`src/fat_chain_seek_unit_defines.svh`:
```
// Assertion macros shared by the chain seek unit.
`ifndef FAT_CHAIN_SEEK_UNIT_DEFINES_SVH
`define FAT_CHAIN_SEEK_UNIT_DEFINES_SVH

`ifndef SYNTH

`define FCS_ASSERT_IMPL(lbl, clk, rst_n, ante, cons, msg) \
  lbl: assert property (@(posedge clk) disable iff (!rst_n) (ante) |-> (cons)) \
    else $error(msg);

`define FCS_ASSERT_NEXT(lbl, clk, rst_n, ante, cons, msg) \
  lbl: assert property (@(posedge clk) disable iff (!rst_n) (ante) |=> (cons)) \
    else $error(msg);

`else

`define FCS_ASSERT_IMPL(lbl, clk, rst_n, ante, cons, msg)

`define FCS_ASSERT_NEXT(lbl, clk, rst_n, ante, cons, msg)

`endif

`endif

```
`src/fcs_pkg.sv`:
```
// Types, constants and helper functions of the chain seek unit.
`default_nettype none

package fcs_pkg;

  localparam int unsigned NUM_GRANULES  = 68;
  localparam int unsigned GRANULE_BYTES = 2304;

  localparam int unsigned GRAN_W   = 7;
  localparam int unsigned ENTRY_W  = 8;
  localparam int unsigned POS_W    = 32;
  localparam int unsigned CLAMP_W  = 18;
  localparam int unsigned STATUS_W = 2;
  localparam int unsigned SECTOR_W = 4;
  localparam int unsigned SOFFS_W  = 8;
  localparam int unsigned OFFS_W   = $clog2(GRANULE_BYTES);
  localparam int unsigned COUNT_W  = $clog2(((1 << CLAMP_W) - 1) / GRANULE_BYTES + 1);
  localparam int unsigned CFG_IDX_W  = 1;
  localparam int unsigned CFG_DATA_W = CLAMP_W;

  localparam int unsigned DIV_SHIFT = CLAMP_W + OFFS_W;
  localparam longint unsigned DIV_RECIP = (64'd1 << DIV_SHIFT) / GRANULE_BYTES + 1;
  localparam int unsigned RECIP_W = $clog2(DIV_RECIP + 1);
  localparam int unsigned PROD_W  = CLAMP_W + RECIP_W;

  localparam logic [ENTRY_W-1:0] LAST_MARK = 8'hC0;

  localparam logic OP_WRITE = 1'b0;
  localparam logic OP_SEEK  = 1'b1;

  localparam logic [CFG_IDX_W-1:0] CFG_FILE_LENGTH   = 1'b0;
  localparam logic [CFG_IDX_W-1:0] CFG_FIRST_GRANULE = 1'b1;

  localparam logic [STATUS_W-1:0] STATUS_OK      = 2'd0;
  localparam logic [STATUS_W-1:0] STATUS_END     = 2'd1;
  localparam logic [STATUS_W-1:0] STATUS_OUTSIDE = 2'd2;

  typedef struct packed {
    logic               op;
    logic [GRAN_W-1:0]  table_index;
    logic [ENTRY_W-1:0] table_value;
    logic [POS_W-1:0]   position;
  } in_t;

  typedef struct packed {
    logic [STATUS_W-1:0] status;
    logic [GRAN_W-1:0]   granule;
    logic [SECTOR_W-1:0] sector;
    logic [SOFFS_W-1:0]  sector_offset;
    logic [CLAMP_W-1:0]  clamped_position;
  } out_t;

  typedef struct packed {
    logic               we;
    logic [GRAN_W-1:0]  waddr;
    logic [ENTRY_W-1:0] wdata;
    logic               re;
    logic [GRAN_W-1:0]  raddr;
  } ram_req_t;

  function automatic logic [STATUS_W-1:0] gran_class(input logic [ENTRY_W-1:0] g);
    logic [STATUS_W-1:0] c;
    if (g >= LAST_MARK) begin
      c = STATUS_END;
    end else if (g >= ENTRY_W'(NUM_GRANULES)) begin
      c = STATUS_OUTSIDE;
    end else begin
      c = STATUS_OK;
    end
    return c;
  endfunction

endpackage

`default_nettype wire

```
`src/fcs_gat_ram.sv`:
```
// Granule allocation table: one write port, one registered read port.
`default_nettype none

module fcs_gat_ram (
  input  wire logic                         clk_i,
  input  wire fcs_pkg::ram_req_t            req_i,
  output logic [fcs_pkg::ENTRY_W-1:0]       rd_data_o
);

  logic [fcs_pkg::ENTRY_W-1:0] mem [fcs_pkg::NUM_GRANULES];
  logic [fcs_pkg::ENTRY_W-1:0] rd_data_q;

  always_ff @(posedge clk_i) begin
    if (req_i.we) begin
      mem[req_i.waddr] <= req_i.wdata;
    end
    if (req_i.re) begin
      rd_data_q <= mem[req_i.raddr];
    end
  end

  assign rd_data_o = rd_data_q;

endmodule

`default_nettype wire

```
`src/fcs_seek_ctrl.sv`:
```
// Sequencer that performs table writes, and clamps, divides and walks the granule chain for each seek.
`default_nettype none

module fcs_seek_ctrl (
  input  wire logic                            clk_i,
  input  wire logic                            rst_ni,
  input  wire logic                            cfg_we_i,
  input  wire logic [fcs_pkg::CFG_IDX_W-1:0]   cfg_index_i,
  input  wire logic [fcs_pkg::CFG_DATA_W-1:0]  cfg_data_i,
  input  wire logic                            in_valid_i,
  output logic                                 in_ready_o,
  input  wire fcs_pkg::in_t                    in_data_i,
  output logic                                 out_valid_o,
  input  wire logic                            out_ready_i,
  output fcs_pkg::out_t                        out_data_o,
  output fcs_pkg::ram_req_t                    ram_req_o,
  input  wire logic [fcs_pkg::ENTRY_W-1:0]     ram_rd_data_i
);

  typedef enum logic [2:0] {
    S_IDLE,
    S_DIV,
    S_REM,
    S_STEP,
    S_RESULT
  } state_e;

  state_e                         state_q, state_d;
  logic [fcs_pkg::CLAMP_W-1:0]    file_length_q, file_length_d;
  logic [fcs_pkg::GRAN_W-1:0]     first_granule_q, first_granule_d;
  logic [fcs_pkg::CLAMP_W-1:0]    clamped_q, clamped_d;
  logic [fcs_pkg::PROD_W-1:0]     prod_q, prod_d;
  logic [fcs_pkg::COUNT_W-1:0]    count_q, count_d;
  logic [fcs_pkg::OFFS_W-1:0]     offset_q, offset_d;
  logic [fcs_pkg::ENTRY_W-1:0]    gran_q, gran_d;
  logic                           use_ram_q, use_ram_d;
  fcs_pkg::out_t                  res_q, res_d;
  fcs_pkg::out_t                  out_q, out_d;
  logic                           out_valid_q, out_valid_d;

  logic                           accept;
  logic                           load_out;
  logic [fcs_pkg::ENTRY_W-1:0]    cur_gran;
  logic [fcs_pkg::STATUS_W-1:0]   cur_class;
  logic [fcs_pkg::COUNT_W-1:0]    quot;
  logic [fcs_pkg::CLAMP_W-1:0]    base;
  logic [fcs_pkg::OFFS_W-1:0]     sec_idx;

  assign accept    = in_valid_i && in_ready_o;
  assign load_out  = (state_q == S_RESULT) && (!out_valid_q || out_ready_i);
  assign cur_gran  = use_ram_q ? ram_rd_data_i : gran_q;
  assign cur_class = fcs_pkg::gran_class(cur_gran);
  assign quot      = prod_q[fcs_pkg::DIV_SHIFT +: fcs_pkg::COUNT_W];
  assign base      = fcs_pkg::CLAMP_W'(quot) * fcs_pkg::CLAMP_W'(fcs_pkg::GRANULE_BYTES);
  assign sec_idx   = offset_q >> fcs_pkg::SOFFS_W;

  always_comb begin
    state_d         = state_q;
    file_length_d   = file_length_q;
    first_granule_d = first_granule_q;
    clamped_d       = clamped_q;
    prod_d          = prod_q;
    count_d         = count_q;
    offset_d        = offset_q;
    gran_d          = gran_q;
    use_ram_d       = use_ram_q;
    res_d           = res_q;
    out_d           = out_q;
    out_valid_d     = out_valid_q && !out_ready_i;

    ram_req_o       = '0;
    ram_req_o.waddr = in_data_i.table_index;
    ram_req_o.wdata = in_data_i.table_value;
    ram_req_o.raddr = cur_gran[fcs_pkg::GRAN_W-1:0];

    if (cfg_we_i) begin
      unique case (cfg_index_i)
        fcs_pkg::CFG_FILE_LENGTH:   file_length_d   = cfg_data_i;
        fcs_pkg::CFG_FIRST_GRANULE: first_granule_d = cfg_data_i[fcs_pkg::GRAN_W-1:0];
        default: ;
      endcase
    end

    unique case (state_q)
      S_IDLE: begin
        if (accept) begin
          if (in_data_i.op == fcs_pkg::OP_WRITE) begin
            ram_req_o.we = in_data_i.table_index < fcs_pkg::GRAN_W'(fcs_pkg::NUM_GRANULES);
            res_d   = '0;
            state_d = S_RESULT;
          end else begin
            if (in_data_i.position > fcs_pkg::POS_W'(file_length_q)) begin
              clamped_d = file_length_q;
            end else begin
              clamped_d = in_data_i.position[fcs_pkg::CLAMP_W-1:0];
            end
            state_d = S_DIV;
          end
        end
      end
      S_DIV: begin
        prod_d  = fcs_pkg::PROD_W'(clamped_q) * fcs_pkg::PROD_W'(fcs_pkg::DIV_RECIP);
        state_d = S_REM;
      end
      S_REM: begin
        count_d   = quot;
        offset_d  = fcs_pkg::OFFS_W'(clamped_q - base);
        gran_d    = fcs_pkg::ENTRY_W'(first_granule_q);
        use_ram_d = 1'b0;
        state_d   = S_STEP;
      end
      S_STEP: begin
        if ((count_q == '0) || (cur_class != fcs_pkg::STATUS_OK)) begin
          res_d.status  = cur_class;
          res_d.granule = (cur_class == fcs_pkg::STATUS_OK) ?
                          cur_gran[fcs_pkg::GRAN_W-1:0] : '0;
          res_d.sector  = fcs_pkg::SECTOR_W'(sec_idx + fcs_pkg::OFFS_W'(1));
          res_d.sector_offset    = offset_q[fcs_pkg::SOFFS_W-1:0];
          res_d.clamped_position = clamped_q;
          state_d = S_RESULT;
        end else begin
          ram_req_o.re = 1'b1;
          count_d      = count_q - fcs_pkg::COUNT_W'(1);
          use_ram_d    = 1'b1;
        end
      end
      S_RESULT: begin
        if (load_out) begin
          out_d       = res_q;
          out_valid_d = 1'b1;
          state_d     = S_IDLE;
        end
      end
      default: state_d = S_IDLE;
    endcase
  end

  always_ff @(posedge clk_i or negedge rst_ni) begin
    if (!rst_ni) begin
      state_q         <= S_IDLE;
      file_length_q   <= '0;
      first_granule_q <= '0;
      out_valid_q     <= 1'b0;
      use_ram_q       <= 1'b0;
    end else begin
      state_q         <= state_d;
      file_length_q   <= file_length_d;
      first_granule_q <= first_granule_d;
      out_valid_q     <= out_valid_d;
      use_ram_q       <= use_ram_d;
    end
  end

  always_ff @(posedge clk_i) begin
    clamped_q <= clamped_d;
    prod_q    <= prod_d;
    count_q   <= count_d;
    offset_q  <= offset_d;
    gran_q    <= gran_d;
    res_q     <= res_d;
    out_q     <= out_d;
  end

  assign in_ready_o  = (state_q == S_IDLE);
  assign out_valid_o = out_valid_q;
  assign out_data_o  = out_q;

endmodule

`default_nettype wire

```
`src/fat_chain_seek_unit.sv`:
```
// Top level of the granule chain seek unit.
//
// The input channel (in_valid_i, in_ready_o, in_data_i) carries one transaction
// per item: a table write or a seek. The output channel (out_valid_o,
// out_ready_i, out_data_o) returns exactly one result per input transaction.
// Configuration registers are written through cfg_we_i, cfg_index_i and
// cfg_data_i; the user must write them while the unit is idle (not enforced).
// A table write goes from acceptance straight to the result state. A seek
// clamps the position, divides it and walks at most 113 chain steps,
// reading one table entry per cycle from the single read port of the table
// memory. One transaction is processed at a time; the next one is accepted as
// soon as the current result sits in the output register.
// Reset clears the control state and the configuration registers; the table
// contents stay undefined until written. When the receiver stalls, the result
// waits in the output register and a further finished result holds the
// sequencer until the output register frees up.
`default_nettype none

`include "fat_chain_seek_unit_defines.svh"

module fat_chain_seek_unit (
  input  wire logic                            clk_i,
  input  wire logic                            rst_ni,
  input  wire logic                            cfg_we_i,
  input  wire logic [fcs_pkg::CFG_IDX_W-1:0]   cfg_index_i,
  input  wire logic [fcs_pkg::CFG_DATA_W-1:0]  cfg_data_i,
  input  wire logic                            in_valid_i,
  output logic                                 in_ready_o,
  input  wire fcs_pkg::in_t                    in_data_i,
  output logic                                 out_valid_o,
  input  wire logic                            out_ready_i,
  output fcs_pkg::out_t                        out_data_o
);

  fcs_pkg::ram_req_t            ram_req;
  logic [fcs_pkg::ENTRY_W-1:0]  ram_rd_data;

  fcs_gat_ram u_ram (
    .clk_i     (clk_i),
    .req_i     (ram_req),
    .rd_data_o (ram_rd_data)
  );

  fcs_seek_ctrl u_ctrl (
    .clk_i         (clk_i),
    .rst_ni        (rst_ni),
    .cfg_we_i      (cfg_we_i),
    .cfg_index_i   (cfg_index_i),
    .cfg_data_i    (cfg_data_i),
    .in_valid_i    (in_valid_i),
    .in_ready_o    (in_ready_o),
    .in_data_i     (in_data_i),
    .out_valid_o   (out_valid_o),
    .out_ready_i   (out_ready_i),
    .out_data_o    (out_data_o),
    .ram_req_o     (ram_req),
    .ram_rd_data_i (ram_rd_data)
  );

  `FCS_ASSERT_NEXT(a_busy_after_accept, clk_i, rst_ni,
    in_valid_i && in_ready_o, !in_ready_o,
    "unit ready right after accepting a transaction")
  `FCS_ASSERT_IMPL(a_error_granule_zero, clk_i, rst_ni,
    out_valid_o && (out_data_o.status != fcs_pkg::STATUS_OK),
    out_data_o.granule == '0, "error result with nonzero granule")
  `FCS_ASSERT_IMPL(a_sector_range, clk_i, rst_ni,
    out_valid_o, out_data_o.sector <= fcs_pkg::SECTOR_W'(9), "sector beyond granule")
  `FCS_ASSERT_IMPL(a_status_code, clk_i, rst_ni, out_valid_o,
    (out_data_o.status == fcs_pkg::STATUS_OK) || (out_data_o.status == fcs_pkg::STATUS_END) ||
    (out_data_o.status == fcs_pkg::STATUS_OUTSIDE), "undefined status code")

endmodule

`default_nettype wire
```
`config.mk`:
```
export PLATFORM = sky130hd
export DESIGN_NAME = fat_chain_seek_unit
export DESIGN_NICKNAME = d
export VERILOG_FILES = /design/src/fcs_pkg.sv /design/src/fcs_gat_ram.sv /design/src/fcs_seek_ctrl.sv /design/src/fat_chain_seek_unit.sv
export VERILOG_INCLUDE_DIRS = /design/src /design/src/src
export SDC_FILE = /design/constraint.sdc
export NUM_CORES = 1
export LEC_CHECK = 0
export BUFFER_PORTS_ARGS = -buffer_cell sky130_fd_sc_hd__buf_2
export CAP_MARGIN = 20
export CORE_ASPECT_RATIO = 1.1
export CORE_MARGIN = 5
export CORE_UTILIZATION = 65
export CTS_BUF_LIST = sky130_fd_sc_hd__clkbuf_2
export DETAILED_ROUTE_END_ITERATION = 6
export GPL_ROUTABILITY_DRIVEN = 0
export PLACE_DENSITY_LB_ADDON = 0.05
export SETUP_SLACK_MARGIN = 0.2
export SYNTH_ARGS = -nofsm -noshare
export SYNTH_HDL_FRONTEND = slang
export SYNTH_HIERARCHICAL = 1
export SYNTH_SLANG_ARGS = --single-unit
```
`constraint.sdc`:
```
create_clock -name clk_i -period 9.35 [get_ports clk_i]
set_clock_uncertainty 0.1 [all_clocks]
set_input_delay 0.935 -clock clk_i [delete_from_list [all_inputs] [get_ports clk_i]]
set_output_delay 0.935 -clock clk_i [all_outputs]
set_load 0.005 [all_outputs]
```
==> summary.txt <==
Power
  – Int Power: 6850 uW
  – Switching power: 4430 uW
  – Leak pwr: 0.0135 uW
  – Comb power frac: 47.7%
  – Max VDD drop: 358 uV
  – Power Density: 313 mW/mm2
  – Clk pwr share: 17.6%
  – Seq pwr share: 34.7%
  – Sw Share: 39.3%

Setup path
  – Crit end category: register
  – Most common cell on crit path: fa_1
  – CP top delay family: adder cells
  – FF-to-FF path depth: 17
  – Setup crit start kind: register
  – Worst R2R Start: u_ctrl/clamped_q[10]
  – Crit Path Category: reg -> reg
  – Critical Path RT: 10.33 ns
  – Crit-path cells: fa_1 -> ha_1 -> inv_1 -> fa_1 -> inv_1 -> fa_1 -> inv_1 -> fa_1 -> fa_1 -> inv_1 -> ha_1 -> nand4_1 -> nor4_1 -> nand3_1 -> a21oi_1 -> nor2_1 -> a311oi_1
  – Worst Path Max Fanout: 6
  – R2R Setup Slk: 3.62 ns
  – Slowest-stage cell, CP: fa_1
  – Buf/Inv on CP: 4
  – Worst EP arrival: 6.71 ns
  – End of the worst register-to-register path: u_ctrl/prod_q[35]
  – CP max stage delay: 0.62 ns

CTS
  – Cts repair resizes: 0
  – Max Buffers Root-to-Sink: 3
  – CTS Buf Count: 166
  – # hold bufs at CTS: 64
  – Clock tree from TritonCTS: built
  – Setup Fix Bufs, Post-CTS: 0
  – CTS Root Cell: clkbuf_2
  – Clock Sink Count: 711
  – Clock slew at reported path FFs: 0.10 ns
  – Worst-Skew Late Latency: 1.29 ns
  – Htree depth: 4

STA
  – RSZ-0062 raised after global routing: false
  – Fmax: 0.175 GHz
  – Final worst path period share: 61.3%
  – Final setup vio count: 0
  – Pins Over Slew Limit: 0
  – Final Hold Fails: 0
  – Worst Tran Pin Value: 1.15 ns
  – Final setup margin: 3.62 ns
  – Crit path time final: 5.73 ns
  – Post-route setup TNS: 0 ns
  – Max_slew headroom: 23.4%

Global route
  – Antenna violations before repair: 5
  – Global-route wire length before repair: 108 mm
  – Gr ovfl total: 0
  – Largest net degree at the start of global routing: 71
  – Vias in the first global route: 18878
  – Gr usage total: 26.5%

Job
  – Max cap viols: 0

Routing
  – WL/cell: 23.5 um
  – DRT Wirelength: 70.7 mm
  – Via count: 17837
  – Initial drt markers: 1650
  – Vias per cell: 5.94
  – Antenna-violating nets left: 0
  – DRC Markers: 0
  – Detailed Routing Iterations Pass 1: 7

Synth
  – Average instance area after synthesis: 17.0 um2
  – Synthesis-stage register bit count: 711
  – Dominant synthesized flop cell: edfxtp_1
  – Synth warn: 6
  – Fraction of registers with async set/reset: 4.22%
  – Seq/Total Area, Yosys: 64.9%
  – Syn Std Cell Area: 0.0327 mm2
  – Count of cell types in the netlist: 59
  – Cells after Synth: 1923
  – Post-synth EDFFs: 681
  – Syn_nets: 2235

Die
  – IO Count: 113
  – Die height: 245 um
  – Total die area: 0.0548 mm2
  – Starting density of the core: 65.4%
  – Die Span X: 224 um
  – CORE AREA: 0.0499 mm2
  – Rows: 86

Finish
  – Final #Nets: 2520
  – P&R area growth vs syn: 10.4%
  – Final Cell Area: 0.0361 mm2
  – Layout cell share with drive strength beyond 1: 25.5%
  – Final cell count without fillers: 3004

Placed design
  – Dpl ws: 3.70 ns
  – Hpwl dp: 47.1 mm
  – Port Buffers: 112
  – Cell Count Post-Placement: 2631
  – DP Area: 0.0338 mm2

Status
  – Status: completed

Hold path
  – Worst Hold Class: in -> async
==> worst max path at each step <==
stage,start,endpoint,depth (start not counted)
floorplan,u_ctrl/clamped_q[9],u_ctrl/prod_q[35],17
global placement,u_ctrl/clamped_q[9],u_ctrl/prod_q[35],17
detailed placement,u_ctrl/clamped_q[9],u_ctrl/prod_q[35],17
CTS,u_ctrl/clamped_q[9],u_ctrl/prod_q[35],17
global route,u_ctrl/clamped_q[4],u_ctrl/prod_q[35],19
finish,u_ctrl/clamped_q[10],u_ctrl/prod_q[35],17
==> logic make-up after synthesis <==
logic type / synth area share (%)
DFF: 64.9
and+or+nand+nor: 4.22
buffers and inverters: 3.44
adders and majority gates: 11.0
muxes: 12.4
AOI/OAI and AO/OA: 3.41
xor gates and xnor gates: 0.590
==> Yosys cell counts (4+ instances only) <==
cell	instances	area share, %
nor4_1	6	0.11
and3_1	5	0.096
fa_1	80	4.9
and2_1	16	0.31
buf_2	20	0.31
nor2b_1	18	0.34
mux2_4	10	0.46
edfxtp_1	681	63
inv_1	182	2.1
buf_1	4	0.046
a221oi_1	8	0.21
o31ai_1	12	0.28
a21o_1	9	0.21
a32oi_1	8	0.21
a22oi_1	16	0.37
nand2_1	70	0.80
mux2i_1	41	1.3
nor2_1	113	1.3
nand4_1	11	0.21
o221ai_1	8	0.21
clkbuf_1	30	0.34
xnor2_1	15	0.40
o21ai_0	38	0.58
dfrtp_1	30	2.3
a21oi_1	29	0.44
nand3_1	17	0.26
nand2b_1	7	0.13
xor2_1	7	0.19
mux4_2	128	8.8
o22ai_1	9	0.17
o211ai_1	7	0.16
ha_1	160	6.1
buf_4	21	0.48
mux2_2	54	1.9
nor3_1	12	0.18
==> sequential cells by signal, summed over array words and instances, names as in the netlist, 8 cells and up <==
| name | flops |
|---|---|
| u_ram/mem | 544 |
| u_ctrl/out_data_o | 39 |
| u_ctrl/res_q | 39 |
| u_ctrl/clamped_q | 18 |
| u_ctrl/file_length_q | 18 |
| u_ctrl/offset_q | 12 |
| u_ram/rd_data_o | 8 |
==> power by group through the flow <==
stage	combinational (uW)	clock (uW)	sequential [uW]
after detailed placement	5320	0	3980
after floorplan	3950	0	3930
after CTS	5370	2060	3910
after global placement	5220	0	3980
final	5380	1990	3910
after global routing	5990	2250	3930
==> layout make-up <==
cell class / count / area [um2]
Antenna cell: 2 / 5.00
Clock buffer: 247 / 1240
Clock inverter: 55 / 335
Fill cell: 3170 / 13900
Inverter: 182 / 683
Multi-Input combinational cell: 951 / 10400
Sequential cell: 711 / 21200
Tap cell: 660 / 826
Timing Repair Buffer: 196 / 1400
==> layout by cell type, fill, tap and decap left out, drive strengths merged, types with 15 or more instances in the layout <==
cell type,count
edfxtp,681
clkbuf,247
inv,188
ha,160
buf,130
mux4,128
nor2,113
fa,80
nand2,70
dlygate4sd3,66
mux2,64
clkinv,43
mux2i,41
o21ai,39
dfrtp,30
a21oi,29
nor2b,18
nand3,17
and2,16
a22oi,16
xnor2,15
==> through the flow <==
stage	util, %	hold WS [ns]	total power [uW]
global placement	67.6	0.302	9200
finish	72.2	0.162	11300
CTS	72.1	0.00192	11300
floorplan	-	0.300	7890
detailed placement	67.7	0.305	9300
global route	72.2	0.0388	12200
==> routing by layer <==
| layer | vias up | GRT usage (%) | routed length, um |
|---|---|---|---|
| met5 | - | 0 | 47 |
| met4 | 6 | 10.6 | 2720 |
| met3 | 179 | 7.02 | 4710 |
| met2 | 781 | 44.8 | 36700 |
| met1 | 8869 | 32.9 | 26500 |
| li1 | 8002 | - | - |
==> worst reg2reg max path: stages, from the launching register on <==
cell and delay, ns:
edfxtp_1 0.55, fa_1 0.62, ha_1 0.26, inv_1 0.08, fa_1 0.48, inv_1 0.07
fa_1 0.54, inv_1 0.05, fa_1 0.46, fa_1 0.49, inv_1 0.04, ha_1 0.32
nand4_1 0.16, nor4_1 0.54, nand3_1 0.13, a21oi_1 0.20, nor2_1 0.09, a311oi_1 0.34
No activity file was read; power rests on OpenSTA's default activity.
